--- src/hdl/adpb_pkg.sv ---
// ----------------------------------------------------------------------------
// adpb_pkg
// Shared widths, configuration register codes and beat types for the
// antialiased disc pixel blend block.
// ----------------------------------------------------------------------------
package adpb_pkg;

	localparam int COORD_BITS  = 12;
	localparam int FRAC_BITS   = 4;
	localparam int CENTER_BITS = COORD_BITS + FRAC_BITS;
	localparam int RADIUS_BITS = 8 + FRAC_BITS;
	localparam int ONE         = 1 << FRAC_BITS;
	localparam int COLOR_BITS  = 24;
	localparam int CHAN_BITS   = 8;
	localparam int COV_BITS    = 9;
	localparam int COV_FULL    = 256;

	localparam int SQ_BITS     = 2 * CENTER_BITS;
	localparam int D_BITS      = SQ_BITS + 1;
	localparam int RR_BITS     = 2 * RADIUS_BITS;
	localparam int OUTER_BITS  = 2 * RADIUS_BITS + 2;
	localparam int CMP_BITS    = (D_BITS + 1 > OUTER_BITS) ? D_BITS + 1 : OUTER_BITS;
	localparam int RAMP_BITS   = RADIUS_BITS + FRAC_BITS + 2;

	localparam int QUO_BITS       = 8;
	localparam int DIV_STAGES     = 4;
	localparam int BITS_PER_STAGE = QUO_BITS / DIV_STAGES;
	localparam int PIPE_LATENCY   = 5 + DIV_STAGES;

	localparam int CFG_IDX_BITS  = 3;
	localparam int CFG_DATA_BITS = 24;

	typedef enum logic [CFG_IDX_BITS-1:0] {
		CFG_CENTER_X,
		CFG_CENTER_Y,
		CFG_RADIUS,
		CFG_RIM_COLOR,
		CFG_CORE_COLOR
	} cfg_idx_t;

	localparam logic [CENTER_BITS-1:0] CENTER_X_RST = CENTER_BITS'(2560);
	localparam logic [CENTER_BITS-1:0] CENTER_Y_RST = CENTER_BITS'(1920);
	localparam logic [RADIUS_BITS-1:0] RADIUS_RST   = RADIUS_BITS'(576);
	localparam logic [COLOR_BITS-1:0]  RIM_RST      = 24'hB48CFF;
	localparam logic [COLOR_BITS-1:0]  CORE_RST     = 24'hFFFFFF;

	typedef struct packed {
		logic [CENTER_BITS-1:0] center_x;
		logic [CENTER_BITS-1:0] center_y;
		logic [RADIUS_BITS-1:0] radius;
		logic [COLOR_BITS-1:0]  rim_color;
		logic [COLOR_BITS-1:0]  core_color;
	} cfg_t;

	typedef struct packed {
		logic [COORD_BITS-1:0] pixel_x;
		logic [COORD_BITS-1:0] pixel_y;
		logic [COLOR_BITS-1:0] dest_color;
	} pix_in_t;

	typedef struct packed {
		logic [COLOR_BITS-1:0] new_color;
		logic                  written;
		logic [COV_BITS-1:0]   coverage;
	} pix_out_t;

	typedef struct packed {
		logic                  written;
		logic                  full;
		logic [COLOR_BITS-1:0] src;
		logic [COLOR_BITS-1:0] dst;
		logic [RAMP_BITS:0]    rem;
		logic [RAMP_BITS-1:0]  dvs;
		logic [QUO_BITS-1:0]   quo;
	} div_t;

endpackage

--- src/hdl/adpb_cfg.sv ---
// ----------------------------------------------------------------------------
// adpb_cfg
// Configuration register file written over its own valid/ready channel.
// ----------------------------------------------------------------------------
module adpb_cfg import adpb_pkg::*; (
	input  logic                     clk,
	input  logic                     arst_n,
	input  logic                     cfg_valid,
	output logic                     cfg_ready,
	input  logic [CFG_IDX_BITS-1:0]  cfg_index,
	input  logic [CFG_DATA_BITS-1:0] cfg_data,
	output cfg_t                     cfg
);

	cfg_t cfg_q;

	assign cfg_ready = 1'b1;
	assign cfg       = cfg_q;

	always_ff @(posedge clk or negedge arst_n) begin
		if (!arst_n) begin
			cfg_q.center_x   <= CENTER_X_RST;
			cfg_q.center_y   <= CENTER_Y_RST;
			cfg_q.radius     <= RADIUS_RST;
			cfg_q.rim_color  <= RIM_RST;
			cfg_q.core_color <= CORE_RST;
		end else if (cfg_valid && cfg_ready) begin
			case (cfg_idx_t'(cfg_index))
				CFG_CENTER_X:   cfg_q.center_x   <= cfg_data[CENTER_BITS-1:0];
				CFG_CENTER_Y:   cfg_q.center_y   <= cfg_data[CENTER_BITS-1:0];
				CFG_RADIUS:     cfg_q.radius     <= cfg_data[RADIUS_BITS-1:0];
				CFG_RIM_COLOR:  cfg_q.rim_color  <= cfg_data[COLOR_BITS-1:0];
				CFG_CORE_COLOR: cfg_q.core_color <= cfg_data[COLOR_BITS-1:0];
				default: ;
			endcase
		end
	end

endmodule

--- src/hdl/adpb_geom.sv ---
// ----------------------------------------------------------------------------
// adpb_geom
// Four pipeline stages: distance offsets, squares, squared distance, and
// classification into core, ramp or outside with the ramp numerator.
// ----------------------------------------------------------------------------
module adpb_geom import adpb_pkg::*; (
	input  logic    clk,
	input  logic    arst_n,
	input  cfg_t    cfg,
	input  logic    in_valid,
	input  pix_in_t pixel,
	output logic    out_valid,
	output div_t    out_data
);

	logic [CENTER_BITS-1:0]  px_c, py_c;
	logic [RADIUS_BITS-1:0]  one_c, rin_c;

	logic                    v_s1, v_s2, v_s3, v_s4;
	logic [CENTER_BITS-1:0]  dx_s1, dy_s1;
	logic [RADIUS_BITS-1:0]  rin_s1;
	logic [RADIUS_BITS:0]    rp1_s1;
	logic [COLOR_BITS-1:0]   dst_s1, dst_s2, dst_s3;

	logic [SQ_BITS-1:0]      dxx_s2, dyy_s2;
	logic [RR_BITS-1:0]      rr_s2, inner_s2;
	logic [OUTER_BITS-1:0]   outer_s2;

	logic [D_BITS-1:0]       d_s3;
	logic [RR_BITS-1:0]      rr_s3, inner_s3;
	logic [OUTER_BITS-1:0]   outer_s3;

	logic [CMP_BITS-1:0]     d_c, d2_c, rr_c, inner_c, outer_c;
	logic                    core_c, outside_c, rim_c;
	div_t                    data_c, data_s4;

	assign px_c  = CENTER_BITS'(pixel.pixel_x) << FRAC_BITS;
	assign py_c  = CENTER_BITS'(pixel.pixel_y) << FRAC_BITS;
	assign one_c = RADIUS_BITS'(ONE);
	assign rin_c = (cfg.radius >= one_c) ? cfg.radius - one_c : one_c - cfg.radius;

	always_ff @(posedge clk or negedge arst_n) begin
		if (!arst_n) begin
			v_s1 <= 1'b0;
			v_s2 <= 1'b0;
			v_s3 <= 1'b0;
			v_s4 <= 1'b0;
		end else begin
			v_s1 <= in_valid;
			v_s2 <= v_s1;
			v_s3 <= v_s2;
			v_s4 <= v_s3;
		end
	end

	always_ff @(posedge clk) begin
		dx_s1    <= (px_c >= cfg.center_x) ? px_c - cfg.center_x : cfg.center_x - px_c;
		dy_s1    <= (py_c >= cfg.center_y) ? py_c - cfg.center_y : cfg.center_y - py_c;
		rin_s1   <= rin_c;
		rp1_s1   <= {1'b0, cfg.radius} + (RADIUS_BITS+1)'(ONE);
		dst_s1   <= pixel.dest_color;

		dxx_s2   <= SQ_BITS'(dx_s1) * SQ_BITS'(dx_s1);
		dyy_s2   <= SQ_BITS'(dy_s1) * SQ_BITS'(dy_s1);
		rr_s2    <= RR_BITS'(cfg.radius) * RR_BITS'(cfg.radius);
		inner_s2 <= RR_BITS'(rin_s1) * RR_BITS'(rin_s1);
		outer_s2 <= OUTER_BITS'(rp1_s1) * OUTER_BITS'(rp1_s1);
		dst_s2   <= dst_s1;

		d_s3     <= D_BITS'(dxx_s2) + D_BITS'(dyy_s2);
		rr_s3    <= rr_s2;
		inner_s3 <= inner_s2;
		outer_s3 <= outer_s2;
		dst_s3   <= dst_s2;

		data_s4  <= data_c;
	end

	assign d_c       = CMP_BITS'(d_s3);
	assign d2_c      = CMP_BITS'(d_s3) << 1;
	assign rr_c      = CMP_BITS'(rr_s3);
	assign inner_c   = CMP_BITS'(inner_s3);
	assign outer_c   = CMP_BITS'(outer_s3);
	assign core_c    = d_c <= inner_c;
	assign outside_c = d_c >= outer_c;
	assign rim_c     = d2_c >= rr_c;

	always_comb begin
		data_c.written = !outside_c;
		data_c.full    = core_c;
		data_c.src     = rim_c ? cfg.rim_color : cfg.core_color;
		data_c.dst     = dst_s3;
		data_c.dvs     = RAMP_BITS'(cfg.radius) << (FRAC_BITS + 2);
		data_c.quo     = '0;
		if (!core_c && !outside_c) begin
			data_c.rem = (RAMP_BITS+1)'(RAMP_BITS'(outer_c - d_c));
		end else begin
			data_c.rem = '0;
		end
	end

	assign out_valid = v_s4;
	assign out_data  = data_s4;

endmodule

--- src/hdl/adpb_div_stage.sv ---
// ----------------------------------------------------------------------------
// adpb_div_stage
// One stage of the restoring coverage divider; resolves two quotient bits.
// ----------------------------------------------------------------------------
module adpb_div_stage import adpb_pkg::*; (
	input  logic clk,
	input  logic arst_n,
	input  logic in_valid,
	input  div_t in_data,
	output logic out_valid,
	output div_t out_data
);

	logic               valid_s1;
	div_t               data_s1;
	div_t               data_c;
	logic [RAMP_BITS:0] shifted;

	always_comb begin
		data_c  = in_data;
		shifted = '0;
		for (int k = 0; k < BITS_PER_STAGE; k++) begin
			shifted = {data_c.rem[RAMP_BITS-1:0], 1'b0};
			if (shifted >= {1'b0, data_c.dvs}) begin
				data_c.rem = shifted - {1'b0, data_c.dvs};
				data_c.quo = {data_c.quo[QUO_BITS-2:0], 1'b1};
			end else begin
				data_c.rem = shifted;
				data_c.quo = {data_c.quo[QUO_BITS-2:0], 1'b0};
			end
		end
	end

	always_ff @(posedge clk or negedge arst_n) begin
		if (!arst_n) begin
			valid_s1 <= 1'b0;
		end else begin
			valid_s1 <= in_valid;
		end
	end

	always_ff @(posedge clk) begin
		data_s1 <= data_c;
	end

	assign out_valid = valid_s1;
	assign out_data  = data_s1;

	// The partial remainder of a ramp pixel always stays below the divisor.
	a_rem_below_dvs: assert property (@(posedge clk) disable iff (!arst_n)
		valid_s1 && data_s1.written && !data_s1.full |-> data_s1.rem < {1'b0, data_s1.dvs})
		else $error("divider remainder not below divisor");

endmodule

--- src/hdl/adpb_blend.sv ---
// ----------------------------------------------------------------------------
// adpb_blend
// Final stage: picks the coverage and blends the source color over the
// destination per channel.
// ----------------------------------------------------------------------------
module adpb_blend import adpb_pkg::*; (
	input  logic     clk,
	input  logic     arst_n,
	input  logic     in_valid,
	input  div_t     in_data,
	output logic     done,
	output pix_out_t result
);

	logic [COV_BITS-1:0] cov_c, inv_c;
	pix_out_t            res_c, res_s1;
	logic                done_s1;

	always_comb begin
		logic [2*CHAN_BITS:0] acc;
		if (!in_data.written) begin
			cov_c = '0;
		end else if (in_data.full) begin
			cov_c = COV_BITS'(COV_FULL);
		end else begin
			cov_c = COV_BITS'(in_data.quo);
		end
		inv_c = COV_BITS'(COV_FULL) - cov_c;
		res_c.written  = in_data.written;
		res_c.coverage = cov_c;
		for (int c = 0; c < 3; c++) begin
			acc = (2*CHAN_BITS+1)'(in_data.src[c*CHAN_BITS +: CHAN_BITS]) * (2*CHAN_BITS+1)'(cov_c)
				+ (2*CHAN_BITS+1)'(in_data.dst[c*CHAN_BITS +: CHAN_BITS])
				* (2*CHAN_BITS+1)'(inv_c);
			res_c.new_color[c*CHAN_BITS +: CHAN_BITS] = acc[2*CHAN_BITS-1:CHAN_BITS];
		end
		if (!in_data.written) begin
			res_c.new_color = in_data.dst;
		end
	end

	always_ff @(posedge clk or negedge arst_n) begin
		if (!arst_n) begin
			done_s1 <= 1'b0;
		end else begin
			done_s1 <= in_valid;
		end
	end

	always_ff @(posedge clk) begin
		res_s1 <= res_c;
	end

	assign done   = done_s1;
	assign result = res_s1;

	// Any nonzero coverage comes only from a pixel inside the outer bound.
	a_cov_written: assert property (@(posedge clk) disable iff (!arst_n)
		done && result.coverage != '0 |-> result.written)
		else $error("coverage reported for an untouched pixel");

	a_cov_range: assert property (@(posedge clk) disable iff (!arst_n)
		done |-> result.coverage <= COV_BITS'(COV_FULL))
		else $error("coverage above full scale");

endmodule

--- src/hdl/antialiased_disc_pixel_blend.sv ---
// ----------------------------------------------------------------------------
// antialiased_disc_pixel_blend
// Per-pixel shader that draws an antialiased filled disc over a pixel stream.
//
// A pixel beat (coordinate and current color) is taken at a clock edge with
// start high and busy low. busy is high only during reset and the first clock
// after it; afterward one pixel can be taken in every cycle.
// Each result beat appears on result for one cycle with done high, in input
// order. The pipeline consists of four geometry stages (offset, square,
// sum, classify), four stages of the restoring coverage divider at two
// quotient bits each, and the blend stage.
// The receiver cannot stall, so the pipeline never holds.
// Configuration registers are written on the cfg channel, which is always
// ready; write them only while no pixel is in flight.
// Reset restores the default disc and empties the pipeline.
// ----------------------------------------------------------------------------
module antialiased_disc_pixel_blend import adpb_pkg::*; (
	input  logic                     clk,
	input  logic                     arst_n,
	input  logic                     start,
	output logic                     busy,
	input  pix_in_t                  pixel,
	output logic                     done,
	output pix_out_t                 result,
	input  logic                     cfg_valid,
	output logic                     cfg_ready,
	input  logic [CFG_IDX_BITS-1:0]  cfg_index,
	input  logic [CFG_DATA_BITS-1:0] cfg_data
);

	cfg_t  cfg;
	logic  busy_q;
	logic  geo_valid;
	div_t  geo_data;
	logic  dv [DIV_STAGES+1];
	div_t  dd [DIV_STAGES+1];

	always_ff @(posedge clk or negedge arst_n) begin
		if (!arst_n) begin
			busy_q <= 1'b1;
		end else begin
			busy_q <= 1'b0;
		end
	end

	assign busy = busy_q;

	adpb_cfg u_cfg (
		.clk       (clk),
		.arst_n    (arst_n),
		.cfg_valid (cfg_valid),
		.cfg_ready (cfg_ready),
		.cfg_index (cfg_index),
		.cfg_data  (cfg_data),
		.cfg       (cfg)
	);

	adpb_geom u_geom (
		.clk       (clk),
		.arst_n    (arst_n),
		.cfg       (cfg),
		.in_valid  (start && !busy_q),
		.pixel     (pixel),
		.out_valid (geo_valid),
		.out_data  (geo_data)
	);

	assign dv[0] = geo_valid;
	assign dd[0] = geo_data;

	for (genvar i = 0; i < DIV_STAGES; i++) begin : g_div
		adpb_div_stage u_div (
			.clk       (clk),
			.arst_n    (arst_n),
			.in_valid  (dv[i]),
			.in_data   (dd[i]),
			.out_valid (dv[i+1]),
			.out_data  (dd[i+1])
		);
	end

	adpb_blend u_blend (
		.clk      (clk),
		.arst_n   (arst_n),
		.in_valid (dv[DIV_STAGES]),
		.in_data  (dd[DIV_STAGES]),
		.done     (done),
		.result   (result)
	);

	a_accept_to_done: assert property (@(posedge clk) disable iff (!arst_n)
		start && !busy |-> ##PIPE_LATENCY done)
		else $error("accepted pixel produced no result beat");

	a_done_from_accept: assert property (@(posedge clk) disable iff (!arst_n)
		done |-> $past(start && !busy, PIPE_LATENCY))
		else $error("result beat without an accepted pixel");

endmodule

--- config.mk ---
export PLATFORM = sky130hd
export DESIGN_NAME = antialiased_disc_pixel_blend
export DESIGN_NICKNAME = d
export VERILOG_FILES = /design/src/hdl/adpb_pkg.sv /design/src/hdl/adpb_cfg.sv /design/src/hdl/adpb_geom.sv /design/src/hdl/adpb_div_stage.sv /design/src/hdl/adpb_blend.sv /design/src/hdl/antialiased_disc_pixel_blend.sv
export SDC_FILE = /design/constraint.sdc
export NUM_CORES = 2
export LEC_CHECK = 0
export BUFFER_PORTS_ARGS = -buffer_cell sky130_fd_sc_hd__buf_2
export CORE_UTILIZATION = 40
export DETAILED_ROUTE_END_ITERATION = 16
export PLACE_DENSITY = 0.57
export SLEW_MARGIN = 25
export SYNTH_ARGS = -nofsm -noshare
export SYNTH_HDL_FRONTEND = slang
export SYNTH_SLANG_ARGS = --single-unit
--- constraint.sdc ---
create_clock -name clk -period 10.31 [get_ports clk]
set_clock_uncertainty 0.15 [all_clocks]
set_input_delay 2.062 -clock clk [delete_from_list [all_inputs] [get_ports clk]]
set_output_delay 2.062 -clock clk [all_outputs]
set_load 0.02 [all_outputs]
==> impl_results.html <==
<table>
<tr><th>Metric</th><th>Value</th></tr>
<tr><th colspan="2">Layout</th></tr>
<tr><td>Most used cells in the layout excluding fill and tap cells</td><td>inv_1, fa_1, ha_1</td></tr>
<tr><td>Core utilization of the finished layout</td><td>a little over two fifths</td></tr>
<tr><td>Synthesis-to-finish area growth</td><td>8.974%</td></tr>
<tr><td>Most common cell after layout, fill and taps aside</td><td>inv_1</td></tr>
<tr><td>Fraction of layout cells with a size suffix above 1</td><td>between 7 and 8%</td></tr>
<tr><td>Total number of nets in the final design</td><td>9062</td></tr>
<tr><th colspan="2">Detailed routing</th></tr>
<tr><td>Wire length per cell after detailed routing</td><td>roughly 17 um</td></tr>
<tr><td>Remaining antenna violation count</td><td>0</td></tr>
<tr><td>DRT iter0 DRCs</td><td>between 2000 and 2500</td></tr>
<tr><td>1st-pass router iterations</td><td>6</td></tr>
<tr><td>Number of remaining DRC errors</td><td>0</td></tr>
<tr><td>Total Routed Length</td><td>about 160000 um</td></tr>
<tr><td>Via count</td><td>46880</td></tr>
<tr><td>Vias per Instance</td><td>4.848</td></tr>
<tr><th colspan="2">Yosys</th></tr>
<tr><td>Number of synthesized flops with an enable pin</td><td>0</td></tr>
<tr><td>Gate Count Post-Synth</td><td>around 7200</td></tr>
<tr><td>#FFs+latches synth</td><td>between 800 and 900</td></tr>
<tr><td>Yosys warning total</td><td>0</td></tr>
<tr><td>Most used flip-flop cell after synthesis</td><td>dfxtp_1</td></tr>
<tr><td>Post-synthesis net count</td><td>9005</td></tr>
<tr><td>Post-Synthesis Cell Area</td><td>~0.07 mm^2</td></tr>
<tr><td>Post-synthesis async set-or-reset flop share</td><td>11.74%</td></tr>
<tr><td>Share of synthesized area occupied by flip-flops and latches</td><td>between 20% and 30%</td></tr>
<tr><td>Average cell area after synthesis</td><td>between 9 and 10 um^2</td></tr>
<tr><td>Number of distinct library cell variants in the gate-level netlist after synthesis</td><td>100</td></tr>
<tr><th colspan="2">Critical path</th></tr>
<tr><td>Most repeated library cell on the critical path</td><td>fa_1</td></tr>
<tr><td>Maximum single-stage delay on the critical path</td><td>about 0.77 ns</td></tr>
<tr><td>Endpoint of the lowest-slack register-to-register path</td><td>u_blend.result[33]$_DFF_P_</td></tr>
<tr><td>Top fanout value on the critical path</td><td>47</td></tr>
<tr><td>Internal reg-to-reg setup slack</td><td>about 1.6 ns</td></tr>
<tr><td>Critical Path Source</td><td>g_div[3].u_div.out_data[93]$_DFF_P_</td></tr>
<tr><td>CP max-delay cell</td><td>and2_1</td></tr>
<tr><td>Arrival @ worst endpoint</td><td>9.23 ns</td></tr>
<tr><td>Worst setup EP type</td><td>flip-flop</td></tr>
<tr><td>Cell count of the worst reg-to-reg path</td><td>27</td></tr>
<tr><td>CP Data Required Time</td><td>between 10 and 15 ns</td></tr>
<tr><td>Worst flop-to-flop path startpoint</td><td>g_div[3].u_div.out_data[93]$_DFF_P_</td></tr>
<tr><td>Type of origin of the critical path</td><td>flip-flop</td></tr>
<tr><td>CP endpoint</td><td>u_blend.result[33]$_DFF_P_</td></tr>
<tr><td>Category of the most critical setup path</td><td>reg -&gt; reg</td></tr>
<tr><th colspan="2">Floorplanning</th></tr>
<tr><td>Top-level port count</td><td>about 120</td></tr>
<tr><td>Die ar.</td><td>between 0.15 and 0.2 mm^2</td></tr>
<tr><td>DIE WIDTH</td><td>~420 um</td></tr>
<tr><td>Area of the core</td><td>0.1761 mm^2</td></tr>
<tr><td>Die span in y</td><td>approximately 420 um</td></tr>
<tr><td>Starting density of the core</td><td>~40%</td></tr>
<tr><td>Std cell rows</td><td>~150</td></tr>
<tr><th colspan="2">STA</th></tr>
<tr><td>Max-slew violation count</td><td>0</td></tr>
<tr><td>Number of setup violations in the final report</td><td>0</td></tr>
<tr><td>Final critical path time including I/O delays and setup</td><td>~8.7 ns</td></tr>
<tr><td>Worst-margin pin slew</td><td>1.000 ns</td></tr>
<tr><td>Final cycle utilization of the critical path</td><td>84.71%</td></tr>
<tr><td>Worst relative slew slack</td><td>roughly 33%</td></tr>
<tr><td>Max Fclk</td><td>around 0.11 GHz</td></tr>
<tr><td>RSZ-0062 raised after global routing</td><td>false</td></tr>
<tr><td>Number of hold-slack violations in the final timing report</td><td>0</td></tr>
<tr><td>Final sum of negative setup slack</td><td>0 ns</td></tr>
<tr><th colspan="2">Clock tree</th></tr>
<tr><td>Post-CTS Setup Inserts</td><td>0</td></tr>
<tr><td>Root buffer cell</td><td>clkbuf_16</td></tr>
<tr><td>CTS sink cnt</td><td>approximately 870</td></tr>
<tr><td>CTS tree</td><td>done</td></tr>
<tr><td>Num CTS Buffers</td><td>between 90 and 100</td></tr>
<tr><td>Clock tree buffer depth</td><td>3</td></tr>
<tr><td>Clock-pin slew on the worst setup and hold paths</td><td>~0.070 ns</td></tr>
<tr><td>H-Tree Depth</td><td>3</td></tr>
<tr><td>Number of hold-repair buffers added at the cts stage</td><td>0</td></tr>
<tr><td>Post_cts resized</td><td>0</td></tr>
<tr><td>Worst-Skew Late Latency</td><td>about 0.72 ns</td></tr>
<tr><th colspan="2">Global route</th></tr>
<tr><td>Global-route wire length before repair</td><td>266900 um</td></tr>
<tr><td>Antenna violations before repair</td><td>6</td></tr>
<tr><td>Global-route total usage across every layer</td><td>between 10% and 20%</td></tr>
<tr><td>Remaining global-route overflow</td><td>0</td></tr>
<tr><td>Vias in the first global route</td><td>about 50000</td></tr>
<tr><td>Pin count of the biggest net entering global routing</td><td>77</td></tr>
<tr><th colspan="2">Placed design</th></tr>
<tr><td>Dpl hpwl</td><td>about 130000 um</td></tr>
<tr><td>Buffers on Ports</td><td>roughly 110</td></tr>
<tr><td>GP Congestion</td><td>~0.84</td></tr>
<tr><th colspan="2">Flow run</th></tr>
<tr><td>Max-cap violations</td><td>0</td></tr>
<tr><th colspan="2">Status</th></tr>
<tr><td>Outcome</td><td>finished clean</td></tr>
<tr><th colspan="2">Min path</th></tr>
<tr><td>Classification of the worst-slack hold path</td><td>reg -&gt; reg</td></tr>
</table>
==> worst min-delay path by stage <==
stage / start / to / slack [ns] / depth (start not counted)
after floorplan: u_geom.out_data[45]$_DFF_P_ / g_div[0].u_div.out_data[45]$_DFF_P_ / 0.16 / 0
after global placement: u_geom.out_data[84]$_DFF_P_ / g_div[0].u_div.out_data[84]$_DFF_P_ / 0.16 / 0
after detailed placement: u_geom.out_data[65]$_DFF_P_ / g_div[0].u_div.out_data[65]$_DFF_P_ / 0.16 / 0
after CTS: u_geom.out_data[70]$_DFF_P_ / g_div[0].u_div.out_data[70]$_DFF_P_ / 0.14 / 0
after global routing: u_geom.dst_s1[22]$_DFF_P_ / u_geom.dst_s2[22]$_DFF_P_ / 0.15 / 0
final: g_div[2].u_div.out_data[55]$_DFF_P_ / g_div[3].u_div.out_data[55]$_DFF_P_ / 0.14 / 0
==> worst max-delay path: cells and delay by family (launching register included) <==
| kind | cells | cell delay (ns) |
|---|---|---|
| AOI/OAI and AO/OA | 6 | 1.54 |
| DFF | 1 | 0.30 |
| xor gates and xnor gates | 2 | 0.81 |
| adders and majority gates | 7 | 2.81 |
| and+or+nand+nor | 6 | 2.24 |
| buffers and inverters | 6 | 0.78 |
==> stage by stage <==
step	std cells	worst slack (ns)	hold slack [ns]	area, um^2
3_5_place_dp	9495	1.472	0.1621	73990
5_1_grt	9669	0.9317	0.1477	77350
6_report	9670	1.576	0.1366	77350
4_1_cts	9669	1.444	0.1390	77340
2_1_floorplan	7194	2.588	0.1596	70980
3_3_place_gp	9495	1.529	0.1596	73990
==> layout make-up <==
type / instances / area, um^2
inverters: 1496 / 5615
flip-flops and latches: 869 / 17970
fillers: 16970 / 98760
multi-input cells: 4645 / 46680
well taps: 2340 / 2928
clock inverters: 56 / 755.7
clock buffers: 118 / 2595
diodes: 1 / 2.502
repair buffers: 145 / 809.5
==> flip-flops by register name (all words and copies together) (netlist names), 23 cells and up <==
signal	cells
u_geom.dst_s3	24
u_blend.result	34
g_div.u_div.out_data	296
u_geom.dst_s2	24
u_geom.outer_s3	24
u_geom.inner_s2	23
u_geom.outer_s2	24
u_cfg.cfg	92
u_geom.dyy_s2	31
u_geom.out_data	76
u_geom.inner_s3	23
u_geom.dst_s1	24
u_geom.d_s3	33
u_geom.dxx_s2	31
==> Yosys cell counts, types with 24 or more instances <==
master	number	area [um^2]
inv_1	1490	5593
o21ai_0	167	835.8
a21o_1	115	863.3
o21a_1	28	210.2
xnor2_1	222	1944
ha_1	822	10280
or3_1	24	150.1
dfxtp_1	767	15350
clkbuf_1	143	536.8
dfrtp_1	54	1351
dfstp_2	48	1261
nand2b_1	38	237.7
mux2_2	142	1599
nand4_1	34	212.7
buf_1	25	93.84
o21bai_1	24	180.2
nor2b_1	55	344.1
nand2_1	532	1997
nor2_1	311	1167
and2_1	365	2283
and3_1	104	650.6
a211oi_1	24	180.2
fa_1	910	18220
nand3_1	43	215.2
nor3_1	64	320.3
xor2_1	99	867.1
a21oi_1	210	1051
a31oi_1	29	181.4
==> cells by family (layout without fill, tap and decap cells) <==
logic type | count (synthesis) | after routing | share of synthesized area (%)
DFF | 869 | 869 | 25.31
muxes | 187 | 187 | 3.032
and+or+nand+nor | 1644 | 1644 | 11.49
buffers and inverters | 1680 | 1815 | 8.972
xor gates and xnor gates | 322 | 322 | 4.000
adders and majority gates | 1732 | 1732 | 40.15
AOI/OAI and AO/OA | 758 | 758 | 7.030
other | 2 | 3 | 0.01058
==> layer usage <==
layer,GRT usage [%],part of all wire (%)
met1,23.84,43
met2,33.13,50
met3,1.853,3.5
met4,6.582,3.5
met5,0,0.015
Power is left out: the tool's default activity adds up to more than one toggle a clock period on the data nets, which glitch-free logic cannot reach.
